==> src/sv/ist_pkg.sv <==
// shared types and constants for the integer set table
package ist_pkg;

    localparam int DEFAULT_CAPACITY = 16;
    localparam int VALUE_W          = 32;
    localparam int COUNT_OUT_W      = 5;

    typedef enum logic [0:0] {
        CMD_INSERT = 1'b0,
        CMD_REMOVE = 1'b1
    } ist_cmd_e;

    typedef struct packed {
        logic [COUNT_OUT_W-1:0] member_count;
        logic                   rejected_full;
        logic                   was_present;
    } ist_result_t;

endpackage

==> src/sv/integer_set_table.sv <==
// integer set table: top level with stream ports and result register
//
// Holds a set of distinct 32-bit integers in an unsorted table of CAPACITY
// entries. Each input beat carries a command in s_tuser (0 insert, 1 remove)
// and the value in s_tdata. Each beat gives exactly one result beat on the
// m_ side: was_present, rejected_full and the member count after the item.
// An insert of a value already held changes nothing; an insert of a new value
// into a full table is refused with rejected_full set. A remove moves the
// last live entry into the freed slot.
// The engine handles one item at a time. After accept it scans the live
// entries until a match or the end; a remove that moves an entry then reads
// the last entry and writes it into the freed slot, and the result waits in
// the done state until the output register takes it. The next beat is accepted
// in the cycle after the result leaves the engine. The search walks the entry
// memory through its single read port, one entry per cycle.
// Reset clears the count and control state; entry contents stay as they are
// and are never read before written. While the receiver stalls the result
// stays in the output register; the engine takes the next item meanwhile and
// holds its own result until the register frees.
module integer_set_table
    import ist_pkg::*;
#(
    parameter int CAPACITY = DEFAULT_CAPACITY
) (
    input  logic        aclk,
    input  logic        aresetn,
    input  logic        s_tvalid,
    output logic        s_tready,
    input  logic [31:0] s_tdata,  // value[31:0]
    input  logic [0:0]  s_tuser,  // command[0]
    output logic        m_tvalid,
    input  logic        m_tready,
    output logic [7:0]  m_tdata   // was_present[0], rejected_full[1], member_count[6:2], zero[7]
);

    logic        res_valid;
    logic        res_ready;
    ist_result_t res;

    logic        m_tvalid_reg;
    ist_result_t m_res_reg;

    ist_core #(
        .CAPACITY (CAPACITY)
    ) u_core (
        .aclk       (aclk),
        .aresetn    (aresetn),
        .in_valid   (s_tvalid),
        .in_ready   (s_tready),
        .in_command (ist_cmd_e'(s_tuser[0])),
        .in_value   (s_tdata),
        .res_valid  (res_valid),
        .res_ready  (res_ready),
        .res        (res)
    );

    assign res_ready = !m_tvalid_reg || m_tready;

    always_ff @(posedge aclk) begin
        if (!aresetn) begin
            m_tvalid_reg <= 1'b0;
        end else if (res_ready) begin
            m_tvalid_reg <= res_valid;
        end
        if (res_ready && res_valid) begin
            m_res_reg <= res;
        end
    end

    assign m_tvalid = m_tvalid_reg;
    assign m_tdata  = {1'b0, m_res_reg.member_count, m_res_reg.rejected_full,
                       m_res_reg.was_present};

endmodule

==> src/sv/ist_core.sv <==
// search, append and move-last engine around the entry memory
module ist_core
    import ist_pkg::*;
#(
    parameter int CAPACITY = DEFAULT_CAPACITY
) (
    input  logic                      aclk,
    input  logic                      aresetn,
    input  logic                      in_valid,
    output logic                      in_ready,
    input  ist_cmd_e                  in_command,
    input  logic signed [VALUE_W-1:0] in_value,
    output logic                      res_valid,
    input  logic                      res_ready,
    output ist_result_t               res
);

    localparam int CW = $clog2(CAPACITY + 1);
    localparam int IW = (CAPACITY > 1) ? $clog2(CAPACITY) : 1;

    typedef enum logic [4:0] {
        S_IDLE    = 5'b00001,
        S_SCAN    = 5'b00010,
        S_MOVE_RD = 5'b00100,
        S_MOVE_WR = 5'b01000,
        S_DONE    = 5'b10000
    } state_t;

    state_t                     state_reg, state_next;
    ist_cmd_e                   cmd_reg, cmd_next;
    logic signed [VALUE_W-1:0]  value_reg, value_next;
    logic [CW-1:0]              count_reg, count_next;
    logic [CW-1:0]              rd_idx_reg, rd_idx_next;
    logic                       pend_reg, pend_next;
    logic [IW-1:0]              pend_idx_reg, pend_idx_next;
    logic [IW-1:0]              slot_reg, slot_next;
    logic                       hit_reg, hit_next;
    logic                       rej_reg, rej_next;

    logic [VALUE_W-1:0]         mem [0:CAPACITY-1];
    logic [VALUE_W-1:0]         rd_data_reg;
    logic [IW-1:0]              mem_raddr;
    logic                       mem_we;
    logic [IW-1:0]              mem_waddr;
    logic [VALUE_W-1:0]         mem_wdata;

    logic [CW-1:0]              last_cnt;
    logic [IW-1:0]              last_idx;
    logic                       issue;
    logic                       hit_now;
    logic                       scan_miss;

    assign last_cnt  = count_reg - CW'(1);
    assign last_idx  = last_cnt[IW-1:0];
    assign issue     = (state_reg == S_SCAN) && (rd_idx_reg < count_reg);
    // compare uses the registered read data, so it lags the read address
    assign hit_now   = pend_reg && (rd_data_reg == value_reg);
    assign scan_miss = !pend_reg && (rd_idx_reg == count_reg);
    assign mem_raddr = (state_reg == S_MOVE_RD) ? last_idx : rd_idx_reg[IW-1:0];

    always_ff @(posedge aclk) begin
        if (mem_we) begin
            mem[mem_waddr] <= mem_wdata;
        end
        rd_data_reg <= mem[mem_raddr];
    end

    always_comb begin
        state_next    = state_reg;
        cmd_next      = cmd_reg;
        value_next    = value_reg;
        count_next    = count_reg;
        rd_idx_next   = rd_idx_reg;
        pend_next     = 1'b0;
        pend_idx_next = pend_idx_reg;
        slot_next     = slot_reg;
        hit_next      = hit_reg;
        rej_next      = rej_reg;
        mem_we        = 1'b0;
        mem_waddr     = count_reg[IW-1:0];
        mem_wdata     = value_reg;
        case (state_reg)
            S_IDLE: begin
                if (in_valid) begin
                    cmd_next    = in_command;
                    value_next  = in_value;
                    rd_idx_next = '0;
                    hit_next    = 1'b0;
                    rej_next    = 1'b0;
                    state_next  = S_SCAN;
                end
            end
            S_SCAN: begin
                pend_next     = issue;
                pend_idx_next = rd_idx_reg[IW-1:0];
                if (issue) begin
                    rd_idx_next = rd_idx_reg + CW'(1);
                end
                if (hit_now) begin
                    hit_next  = 1'b1;
                    slot_next = pend_idx_reg;
                    pend_next = 1'b0;
                    if (cmd_reg == CMD_REMOVE) begin
                        if (pend_idx_reg == last_idx) begin
                            // removing the last entry needs no move
                            count_next = last_cnt;
                            state_next = S_DONE;
                        end else begin
                            state_next = S_MOVE_RD;
                        end
                    end else begin
                        state_next = S_DONE;
                    end
                end else if (scan_miss) begin
                    if (cmd_reg == CMD_INSERT) begin
                        if (count_reg < CW'(CAPACITY)) begin
                            mem_we     = 1'b1;
                            mem_waddr  = count_reg[IW-1:0];
                            mem_wdata  = value_reg;
                            count_next = count_reg + CW'(1);
                        end else begin
                            rej_next = 1'b1;
                        end
                    end
                    state_next = S_DONE;
                end
            end
            S_MOVE_RD: begin
                state_next = S_MOVE_WR;
            end
            S_MOVE_WR: begin
                mem_we     = 1'b1;
                mem_waddr  = slot_reg;
                mem_wdata  = rd_data_reg;
                count_next = last_cnt;
                state_next = S_DONE;
            end
            S_DONE: begin
                if (res_ready) begin
                    state_next = S_IDLE;
                end
            end
            default: begin
                state_next = S_IDLE;
            end
        endcase
    end

    always_ff @(posedge aclk) begin
        if (!aresetn) begin
            state_reg <= S_IDLE;
            count_reg <= '0;
            pend_reg  <= 1'b0;
        end else begin
            state_reg <= state_next;
            count_reg <= count_next;
            pend_reg  <= pend_next;
        end
        cmd_reg      <= cmd_next;
        value_reg    <= value_next;
        rd_idx_reg   <= rd_idx_next;
        pend_idx_reg <= pend_idx_next;
        slot_reg     <= slot_next;
        hit_reg      <= hit_next;
        rej_reg      <= rej_next;
    end

    assign in_ready           = (state_reg == S_IDLE);
    assign res_valid          = (state_reg == S_DONE);
    assign res.was_present    = hit_reg;
    assign res.rejected_full  = rej_reg;
    assign res.member_count   = COUNT_OUT_W'(count_reg);

    a_count_bound: assert property (@(posedge aclk) disable iff (!aresetn)
        count_reg <= CW'(CAPACITY))
        else $error("live count above capacity");

    a_reject_full: assert property (@(posedge aclk) disable iff (!aresetn)
        res_valid && rej_reg |-> !hit_reg && (count_reg == CW'(CAPACITY)))
        else $error("reject without a full table");

    a_count_held: assert property (@(posedge aclk) disable iff (!aresetn)
        (state_reg == S_DONE) || (state_reg == S_IDLE) |=> $stable(count_reg))
        else $error("count changed outside an item");

    a_move_after_hit: assert property (@(posedge aclk) disable iff (!aresetn)
        (state_reg == S_MOVE_WR) |-> hit_reg && (cmd_reg == CMD_REMOVE)
            && (slot_reg != last_idx))
        else $error("entry move without a remove hit");

endmodule

==> config.mk <==
export PLATFORM = sky130hd
export DESIGN_NAME = integer_set_table
export DESIGN_NICKNAME = d
export VERILOG_FILES = /design/src/sv/ist_pkg.sv /design/src/sv/integer_set_table.sv /design/src/sv/ist_core.sv
export SDC_FILE = /design/constraint.sdc
export NUM_CORES = 1
export LEC_CHECK = 0
export BUFFER_PORTS_ARGS = -buffer_cell sky130_fd_sc_hd__buf_2
export CORE_ASPECT_RATIO = 0.8
export CORE_MARGIN = 4
export CORE_UTILIZATION = 30
export DETAILED_ROUTE_END_ITERATION = 16
export GPL_ROUTABILITY_DRIVEN = 0
export PLACE_DENSITY = 0.55
export SLEW_MARGIN = 0
export SYNTH_ARGS = -nofsm -noshare
export SYNTH_HDL_FRONTEND = slang
export SYNTH_HIERARCHICAL = 1
export SYNTH_SLANG_ARGS = --single-unit
==> constraint.sdc <==
create_clock -name aclk -period 4.8 [get_ports aclk]
set_clock_uncertainty 0.15 [all_clocks]
set_input_delay 1.2 -clock aclk [delete_from_list [all_inputs] [get_ports aclk]]
set_output_delay 1.2 -clock aclk [all_outputs]
set_load 0.03 [all_outputs]
==> reports/results.txt, run 1 <==
outcome - completed
clock transition at the registers of the reported paths - 60 ps
Core Region - 78,850 um2
Core Util, Final - 35.01%
DIE AREA - 84,170 um2
Worst path slowest cell - nor2_4
IO Port Bufs - 45
RSZ-0062 raised after global routing - false
number of flip-flops in the largest register - 512
setup bufs post-CTS - 0
worst path cell trace - inv_1 -> ha_1 -> nand4_1 -> nor4_1 -> and3_1 -> and3_1 -> a31oi_1 -> nor2_4 -> buf_4
CP Data Required Time - 4970 ps
Tightest Hold Check Type - reg2reg
Arr. time, crit path - 4030 ps
number of nets in the layout - 1,346
Static Leak - 9.136 nW
Post-Place Worst Slack - 980.7 ps
critical path startpoint category - register
CTS buffer count - 58
VDD IR max - 298.1 uV
HPWL reported at the end of detailed placement - 33.99 mm
post-cts sizing count - 0
vias in the first global route - 11,709
hold_ws - 280.2 ps
average wire per standard cell - 22.06 um
CTS tree - built
Synth area leader - edfxtp_1
top post-synthesis cells by area - edfxtp_1 (71%), mux4_2 (12%), mux2i_1 (4.2%)
Die Y-Extent - 260.3 um
Routed Antenna Nets - 0
Root Driver - clkbuf_16
Mean Syn Cell Area - 19.84 um2
ys async rst share - 0%
pin count of the biggest net entering global routing - 41
layout cells sized above 1 - 24.54%
GRT Util Overall - 12.55%
CTS Hold Bufs - 0
Final Hold Fails - 0
syn nets - 1,248
initial antenna violation count - 1
via count - 11,330
initial core utilization - 30.27%
drt initial violations - 912
critical path endpoint category - register
cell repeated most along the worst path - and3_1
clk buf depth - 3
crit path buf inv count - 2
Netlist Area Pre-Place - 23,870 um2
ys flop type - edfxtp_1
Synth cell types - 52
fillcell total - 7,239
Inserted Diodes - 0
Final Cycle Share - 80.35%
Clock Sinks - 611
FF+latch count, synth - 611
critical path type - reg2reg
DRC - 0
first-pass GRT wire length - 78.68 mm
drt pass-1 iters - 5
fin. max-slew vios - 0
count leader, synth - edfxtp_1
Mapped Cells - 1,203
dpl cells - 2,275
CP delay by family, top - simple AND/OR/NAND/NOR gates
register area share after synthesis - 75.02%
Yosys top cell area share - 71.33%
PD cells - 451.5 nW/um2
Area Growth Syn to Fin - 15.65%
setup tns final - 0 ps
max-cap violations - 0
Period minus WS final - 3857 ps
Slew @ Worst Pin - 1199 ps
Worst-Skew Late Latency - 610 ps
Final Setup Violations - 0
CP max stage delay - 780 ps
grt ovf - 0
Fmax achieved - 259.3 MHz
number of synthesized flops with an enable pin - 567
final worst slack - 943.1 ps
Commonest cells post-synth - edfxtp_1 (567), mux4_2 (128), nand2_1 (107), mux2i_1 (99), dfxtp_1 (44)
row count - 92
slew margin rel. - 19.71%
Cell Count, Final, Fillers Out - 2,383
vias per cell - 4.755
IO Count - 47
chip width - 323.4 um
YS warnings - 6
drt total wl - 52.56 mm
crit path max fanout - 23
H-tree Lvls - 2
layout by cell type (no fill, tap or decap), drive strengths merged, types with 4 or more instances in the layout:
cell type and n:
or3 4, mux2i 99, xor2 26, dfxtp 44, a21oi 9, nand2 107, nor2 35, inv 16
nor3 7, clkbuf 82, a31oi 8, xnor2 18, ha 8, mux4 128, buf 94, clkinv 17
and3 8, nor3b 4, nand3 11, nand4 5, bufinv 6, nor4 14, edfxtp 567
through the flow:
step | cell area, um2 | total power (W)
5_1_grt | 27610 | 0.01298
4_1_cts | 27610 | 0.01264
2_1_floorplan | 23870 | 0.007395
6_report | 27610 | 0.01246
3_5_place_dp | 25700 | 0.007986
3_3_place_gp | 25700 | 0.007963
metal layers:
layer | vias up | wire (um) | GRT usage (%)
li1 | 5028 | - | -
met2 | 281 | 25820 | 20.72
met3 | 71 | 2995 | 2.737
met4 | 0 | 972 | 3.095
met5 | - | 0 | 0
met1 | 5950 | 22770 | 16.95
kinds of logic after synthesis:
logic type	count (synthesis)	share of synthesized area, %
AO/OA/AOI/OAI	33	0.9384
XOR/XNOR	44	1.615
adder cells (fa/ha/maj)	8	0.4194
buffers and inverters	70	1.698
flip-flops	611	75.02
multiplexers	227	16.23
other	1	0.01571
AND/OR/NAND/NOR	209	4.063
where the power goes:
group          switching (W)  internal [W]
Clock                0.00193       0.00268
Combinational       0.000948      0.000657
Sequential          0.000134       0.00611
Total                0.00301       0.00945
layout make-up:
cell class | count | area [um2] | share of cell area (%)
tap | 1034 | 1294 | 4.687
inverter | 14 | 52.55 | 0.1904
multi-input combinational | 522 | 5724 | 20.74
sequential | 611 | 17910 | 64.87
clock buffer | 82 | 1634 | 5.919
clock inverter | 26 | 275.3 | 0.9971
timing repair buffer | 94 | 718.2 | 2.602
worst paths after layout:
| kind | from | end | slack [ps] | depth (start not counted) |
|---|---|---|---|---|
| max | u_core/count_reg[3]$_SDFFE_PN0P_ | u_core/mem[7][21]$_DFFE_PP_ | 940 | 9 |
| min | u_core/rej_reg$_DFFE_PP_ | m_tdata[1]$_DFFE_PP_ | 280 | 0 |
| max reg2reg | u_core/count_reg[3]$_SDFFE_PN0P_ | u_core/mem[7][21]$_DFFE_PP_ | 940 | 9 |
| min reg2reg | u_core/rej_reg$_DFFE_PP_ | m_tdata[1]$_DFFE_PP_ | 280 | 0 |
Power figures use the tool's default switching activity.
==> run 2, diff against run 1 <==
--- a/config.mk
+++ b/config.mk
@@ -5,6 +5,7 @@
 export SDC_FILE = /design/constraint.sdc
 export NUM_CORES = 1
 export LEC_CHECK = 0
+export ABC_AREA = 1
 export BUFFER_PORTS_ARGS = -buffer_cell sky130_fd_sc_hd__buf_2
 export CORE_ASPECT_RATIO = 0.8
 export CORE_MARGIN = 4
==> constraint.sdc (replaced) <==
create_clock -name aclk -period 4 [get_ports aclk]
set_clock_uncertainty 0.15 [all_clocks]
set_input_delay 1 -clock aclk [delete_from_list [all_inputs] [get_ports aclk]]
set_output_delay 1 -clock aclk [all_outputs]
set_load 0.03 [all_outputs]
==> reports/results.txt, run 2 <==
Final Hold Fails - 0 (unchanged)
Slew @ Worst Pin - 1324 ps (+125.3 ps)
Final Cycle Share - 83.76% (+3.4 points)
DRC - 0 (unchanged)
CTS Hold Bufs - 0 (unchanged)
reg2reg end - u_core/mem[12][17]$_DFFE_PP_
count leader, synth - edfxtp_1
dpl cell area - 27,140 um2 (+5.6%)
vias in the first global route - 15,940 (+36%)
GRT Util Overall - 14.69% (+2.1 points)
ys flop type - edfxtp_1
most frequent cells in the layout - edfxtp_1 (567), nand2_1 (268), o21ai_0 (238), nand3_1 (205), o21bai_1 (176)
IO Count - 47 (unchanged)
worst reg2reg path depth - 10 (+1)
YS warnings - 6 (unchanged)
Core Util, Final - 35.01% (about the same)
Synth area leader - edfxtp_1
Period minus WS final - 3350 ps (-506.6 ps)
max-cap violations - 0 (unchanged)
number of nets in the layout - 2,161 (+61%)
Yosys top cell area share - 67.38% (-4.0 points)
Core Region - 82,920 um2 (+5.2%)
met2 usage - 22.13% (+1.4 points)
clk buf depth - 3 (unchanged)
chip width - 332.5 um (+2.8%)
setup bufs post-CTS - 0 (unchanged)
Worst-Skew Late Latency - 610 ps (about the same)
IO Port Bufs - 45 (unchanged)
pin count of the biggest net entering global routing - 144 (+250%)
critical path type - reg2reg
Root Driver - clkbuf_16
row count - 94 (+2.2%)
Routed Antenna Nets - 0 (unchanged)
Tightest Hold Check Type - reg2reg
register area share after synthesis - 70.87% (-4.2 points)
Synth cell types - 38 (-27%)
grt ovf - 0 (unchanged)
Final Setup Violations - 0 (unchanged)
H-tree Lvls - 2 (unchanged)
initial core utilization - 30.48% (+0.20 points)
average wire per standard cell - 20.47 um (-7.2%)
slew margin rel. - 11.14% (-8.6 points)
CTS buffer count - 57 (-1.7%)
syn nets - 2,110 (+69%)
CP Data Required Time - 4100 ps (-870 ps)
Commonest cells post-synth - edfxtp_1 (567), nand2_1 (268), o21ai_0 (267), nand3_1 (205), o21bai_1 (176)
CTS tree - built
post-route cell area - 29,030 um2 (+5.1%)
Area Growth Syn to Fin - 14.87%
Arr. time, crit path - 3450 ps (-580 ps)
gr busiest metal - met2
R2R setup slack - 650 ps (-290 ps)
drt total wl - 66.89 mm (+27%)
Fmax achieved - 298.5 MHz (+15%)
DIE AREA - 88,970 um2 (+5.7%)
reg2reg start - u_core/count_reg[2]$_SDFFE_PN0P_
Seq pwr share - 50.5% (+0.4 points)
Static Leak - 10.19 nW (+11%)
Logic pwr share - 11.5% (-1.4 points)
Inserted Diodes - 0 (unchanged)
crit path max fanout - 32 (+39%)
outcome - completed
drt initial violations - 1,709 (+87%)
layout cells sized above 1 - 11.18% (-13 points)
Psw - 0.003641 W (+21%)
clock transition at the registers of the reported paths - 60 ps (about the same)
vias per cell - 4.958 (+4.3%)
setup tns final - 0 ps (unchanged)
Mapped Cells - 2,065 (+72%)
Mean Syn Cell Area - 12.24 um2 (-38%)
PD cells - 497.3 nW/um2 (+10%)
RSZ-0062 raised after global routing - false
Internal Power - 0.01079 W (+14%)
Clock Sinks - 611 (unchanged)
critical path endpoint category - register
FF+latch count, synth - 611 (unchanged)
VDD IR max - 274.9 uV (-7.8%)
critical path startpoint category - register
met3 Use GR - 3.270% (+0.53 points)
post-cts sizing count - 0 (unchanged)
initial antenna violation count - 0 (-1)
top post-synthesis cells by area - edfxtp_1 (67%), o21ai_0 (5.3%), o21bai_1 (5.2%)
number of synthesized flops with an enable pin - 567 (unchanged)
fillcell total - 8,014 (+11%)
first-pass GRT wire length - 100.2 mm (+27%)
HPWL reported at the end of detailed placement - 39.64 mm (+17%)
switching part of the total power - 25.23% (+1.1 points)
part of the power in the clock network - 38.0% (+1.0 points)
drt pass-1 iters - 7 (+2)
Netlist Area Pre-Place - 25,270 um2 (+5.9%)
Die Y-Extent - 267.6 um (+2.8%)
worst hold path depth - 0 (unchanged)
fin. max-slew vios - 0 (unchanged)
via count - 16,202 (+43%)
commonest non-fill, non-tap cell in the layout - edfxtp_1
M1 GR Usage - 21.50% (+4.5 points)
HP Start - u_core/rej_reg$_DFFE_PP_
ys async rst share - 0% (unchanged)
Hold Path Sink - m_tdata[1]$_DFFE_PP_
number of flip-flops in the largest register - 512 (unchanged)
## run 2: changes by cell type after synthesis, sizes merged, moves of 128 or more
cell and change:
o21bai +176, nand2 +162, inv +148, mux4 -128, o21ai +304, nand3 +194
## run 2: metal layers
| layer | part of all wire (%) | vias to the layer above | wire length (um) |
|---|---|---|---|
| met5 | 0 | - | 0 |
| met4 | 1.9 | 0 | 1280 |
| met3 | 7.4 | 81 | 4972 |
| met2 | 43 | 481 | 29090 |
| met1 | 47 | 8138 | 31560 |
| li1 | - | 7502 | - |
## run 2: through the flow
| stage | setup slack (ps) | total power [W] | hold WS, ps | cells |
|---|---|---|---|---|
| floorplan | -362.3 | 0.008449 | 290.8 | 2065 |
| global placement | 658.8 | 0.009053 | 257.0 | 3161 |
| detailed placement | 662.5 | 0.009076 | 261.0 | 3161 |
| CTS | 638.1 | 0.01456 | 276.5 | 3268 |
| global route | 350.7 | 0.01504 | 279.4 | 3268 |
| finish | 649.7 | 0.01443 | 273.6 | 3268 |
## run 2: worst max-delay path, cell delays in order (launching register included)
cell and delay [ps]:
dfxtp_1 420, inv_1 150, ha_1 330, nand4_1 130, or2_2 310, nor2_1 160
a21oi_1 210, inv_1 140, nand3_1 330, nor2_4 180, buf_4 460
## run 2: worst max-delay path by stage
stage                                              end  cells after the start                        startpoint  slack (ps)
after floorplan            u_core/mem[15][0]$_DFFE_PP_                      7  u_core/count_reg[2]$_SDFFE_PN0P_        -360
after global placement    u_core/mem[12][12]$_DFFE_PP_                     10  u_core/count_reg[2]$_SDFFE_PN0P_         660
after detailed placement   u_core/mem[12][3]$_DFFE_PP_                     10  u_core/count_reg[2]$_SDFFE_PN0P_         660
after CTS                  u_core/mem[12][0]$_DFFE_PP_                     10  u_core/count_reg[2]$_SDFFE_PN0P_         640
after global routing       u_core/mem[12][1]$_DFFE_PP_                     10  u_core/count_reg[2]$_SDFFE_PN0P_         350
final                     u_core/mem[12][17]$_DFFE_PP_                     10  u_core/count_reg[2]$_SDFFE_PN0P_         650
## run 2: cell type report
class	count	area, um2	area share, %
Timing Repair Buffer	107	853.3	2.940
Clock inverter	27	235.2	0.8104
Tap cell	1104	1381	4.759
Inverter	163	618.1	2.129
Clock buffer	80	1647	5.673
Multi-Input combinational cell	1176	6385	22.00
Sequential cell	611	17910	61.69
## run 2: power groups by stage
stage	combinational [W]	clock [W]	sequential, W
after floorplan	0.00108	0	0.00737
after global placement	0.00163	0	0.00742
after detailed placement	0.00165	0	0.00743
after CTS	0.00166	0.00561	0.00729
after global routing	0.00185	0.00590	0.00730
final	0.00166	0.00548	0.00729
## run 2: kinds of logic after synthesis
family,synth area share (%)
and+or+nand+nor,10.88
adders and majority gates,0.3961
other,0.01484
AOI/OAI and AO/OA,12.84
buffers and inverters,4.511
xor gates and xnor gates,0.4853
DFF,70.87
==> run 3, diff against run 2 <==
==> constraint.sdc (replaced) <==
create_clock -name aclk -period 3.2 [get_ports aclk]
set_clock_uncertainty 0.15 [all_clocks]
set_input_delay 0.8 -clock aclk [delete_from_list [all_inputs] [get_ports aclk]]
set_output_delay 0.8 -clock aclk [all_outputs]
set_load 0.03 [all_outputs]
==> reports/results.txt, run 3 (synthesized netlist as in run 2, its figures left out) <==
IO Count - 47 (unchanged)
pin count of the biggest net entering global routing - 99 (-31%)
setup bufs post-CTS - 0 (unchanged)
cell repeated most along the worst path - inv_1
DIE AREA - 88,970 um2 (unchanged)
CTS tree - built
slew margin rel. - 22.03% (+11 points)
M1 GR Usage - 22.29% (+0.79 points)
CTS Hold Bufs - 0 (unchanged)
Fmax achieved - 333.4 MHz (+12%)
IO Port Bufs - 45 (unchanged)
drt pass-1 iters - 5 (-2)
drt total wl - 68.61 mm (+2.6%)
dpl cells - 3,173 (+0.38%)
Final Setup Violations - 0 (unchanged)
setup tns final - 0 ps (unchanged)
met2 usage - 23.14% (+1.0 points)
CP Data Required Time - 3370 ps (-730 ps)
CTS buffer count - 57 (unchanged)
gr busiest metal - met2
RSZ-0062 raised after global routing - false
Static Leak - 10.36 nW (+1.8%)
Hold Path Sink - u_core/value_reg[5]$_DFFE_PP_
VDD IR max - 394.0 uV (+43%)
Final Cycle Share - 93.73% (+10 points)
first-pass GRT wire length - 102.7 mm (+2.5%)
DRC - 0 (unchanged)
average wire per standard cell - 20.91 um (+2.2%)
HPWL reported at the end of detailed placement - 43.87 mm (+11%)
Core Region - 82,920 um2 (unchanged)
CP max stage delay - 430 ps (-30 ps)
Clock Sinks - 611 (unchanged)
Cell Count, Final, Fillers Out - 3,281 (+0.40%)
Period minus WS final - 2999 ps (-350.9 ps)
Tightest Hold Check Type - in2reg
via count - 16,269 (+0.41%)
Inserted Diodes - 0 (unchanged)
Arr. time, crit path - 3170 ps (-280 ps)
Root Driver - clkbuf_16
Final Hold Fails - 0 (unchanged)
critical path endpoint category - register
drt initial violations - 1,804 (+5.6%)
outcome - completed
vias per cell - 4.959 (about the same)
critical path type - reg2reg
Worst path slowest cell - dfxtp_1
clock transition at the registers of the reported paths - 60 ps (about the same)
Area Growth Syn to Fin - 16.38%
initial core utilization - 30.48% (unchanged)
row count - 94 (unchanged)
Routed Antenna Nets - 0 (unchanged)
worst path cell trace - inv_1 -> ha_1 -> nand4_1 -> or2_2 -> nor2_1 -> a21oi_1 -> inv_1 -> nand3_1 -> buf_4 -> nor2_4 -> buf_12
reg2reg start - u_core/count_reg[2]$_SDFFE_PN0P_
crit path max fanout - 32 (unchanged)
R2R setup slack - 200 ps (-450 ps)
chip width - 332.5 um (unchanged)
fillcell total - 8,033 (+0.24%)
max-cap violations - 0 (unchanged)
initial antenna violation count - 0 (unchanged)
number of flip-flops in the largest register - 512 (unchanged)
Die Y-Extent - 267.6 um (unchanged)
worst reg2reg path depth - 11 (+1)
met3 Use GR - 2.879% (-0.39 points)
Worst-Skew Late Latency - 670 ps (+60 ps)
Slew @ Worst Pin - 1162 ps (-162.2 ps)
PD cells - 618.1 nW/um2 (+24%)
H-tree Lvls - 2 (unchanged)
vias in the first global route - 15,512 (-2.7%)
critical path startpoint category - register
GRT Util Overall - 15.19% (+0.50 points)
HP Start - s_tdata[5]
commonest non-fill, non-tap cell in the layout - edfxtp_1
reg2reg end - u_core/mem[4][4]$_DFFE_PP_
post-cts sizing count - 0 (unchanged)
layout cells sized above 1 - 12.26% (+1.1 points)
number of nets in the layout - 2,173 (+0.56%)
worst hold path depth - 1 (+1)
most frequent cells in the layout - edfxtp_1 (567), nand2_1 (268), o21ai_0 (237), nand3_1 (205), o21bai_1 (176)
clk buf depth - 3 (unchanged)
grt ovf - 0 (unchanged)
fin. max-slew vios - 0 (unchanged)
[run 3: routing by layer]
| layer | part of all wire (%) | vias to the layer above | wire [um] |
|---|---|---|---|
| met4 | 2.1 | 0 | 1408 |
| met2 | 44 | 561 | 30420 |
| met5 | 0 | - | 0 |
| met3 | 7.1 | 80 | 4863 |
| li1 | - | 7534 | - |
| met1 | 47 | 8094 | 31910 |
[run 3: worst max path at each step]
stage	slack [ps]	startpoint	end
finish	200	u_core/count_reg[2]$_SDFFE_PN0P_	u_core/mem[4][4]$_DFFE_PP_
global route	20	u_core/count_reg[2]$_SDFFE_PN0P_	u_core/mem[4][24]$_DFFE_PP_
CTS	240	u_core/count_reg[2]$_SDFFE_PN0P_	u_core/mem[4][24]$_DFFE_PP_
detailed placement	270	u_core/count_reg[2]$_SDFFE_PN0P_	u_core/mem[4][15]$_DFFE_PP_
global placement	270	u_core/count_reg[2]$_SDFFE_PN0P_	u_core/mem[4][15]$_DFFE_PP_
floorplan	-230	u_core/count_reg[2]$_SDFFE_PN0P_	u_core/mem[11][0]$_DFFE_PP_
[run 3: where the power goes]
group          switching, W  internal, W
registers          0.000173      0.00896
clock network       0.00305      0.00383
logic               0.00151     0.000656
[run 3: through the flow]
stage	hold WS, ps	utilization [%]	worst slack (ps)	total power (W)	instance area (um2)
after floorplan	290.8	-	-230.4	0.01057	25370
after CTS	105.4	35.47	237.3	0.01835	29410
after global placement	269.2	33.15	274.0	0.01142	27480
final	152.4	35.47	200.6	0.01818	29410
after global routing	117.0	35.47	23.66	0.01894	29410
after detailed placement	262.9	33.15	274.6	0.01144	27480
[run 3: critical path: cells and delay by family (launching register included)]
family	cells	cell delay, ps
adder cells (fa/ha/maj)	1	350
AO/OA/AOI/OAI	1	150
buffers and inverters	4	730
AND/OR/NAND/NOR	5	840
flip-flops	1	430
[run 3: area by class of cell]
type | instances | area (um2) | share of cell area [%]
Sequential cell | 611 | 17910 | 60.89
Multi-Input combinational cell | 1176 | 6446 | 21.92
Clock buffer | 76 | 1578 | 5.365
Tap cell | 1104 | 1381 | 4.697
Timing Repair Buffer | 119 | 1131 | 3.846
Inverter | 163 | 618.1 | 2.102
Clock inverter | 32 | 347.8 | 1.183
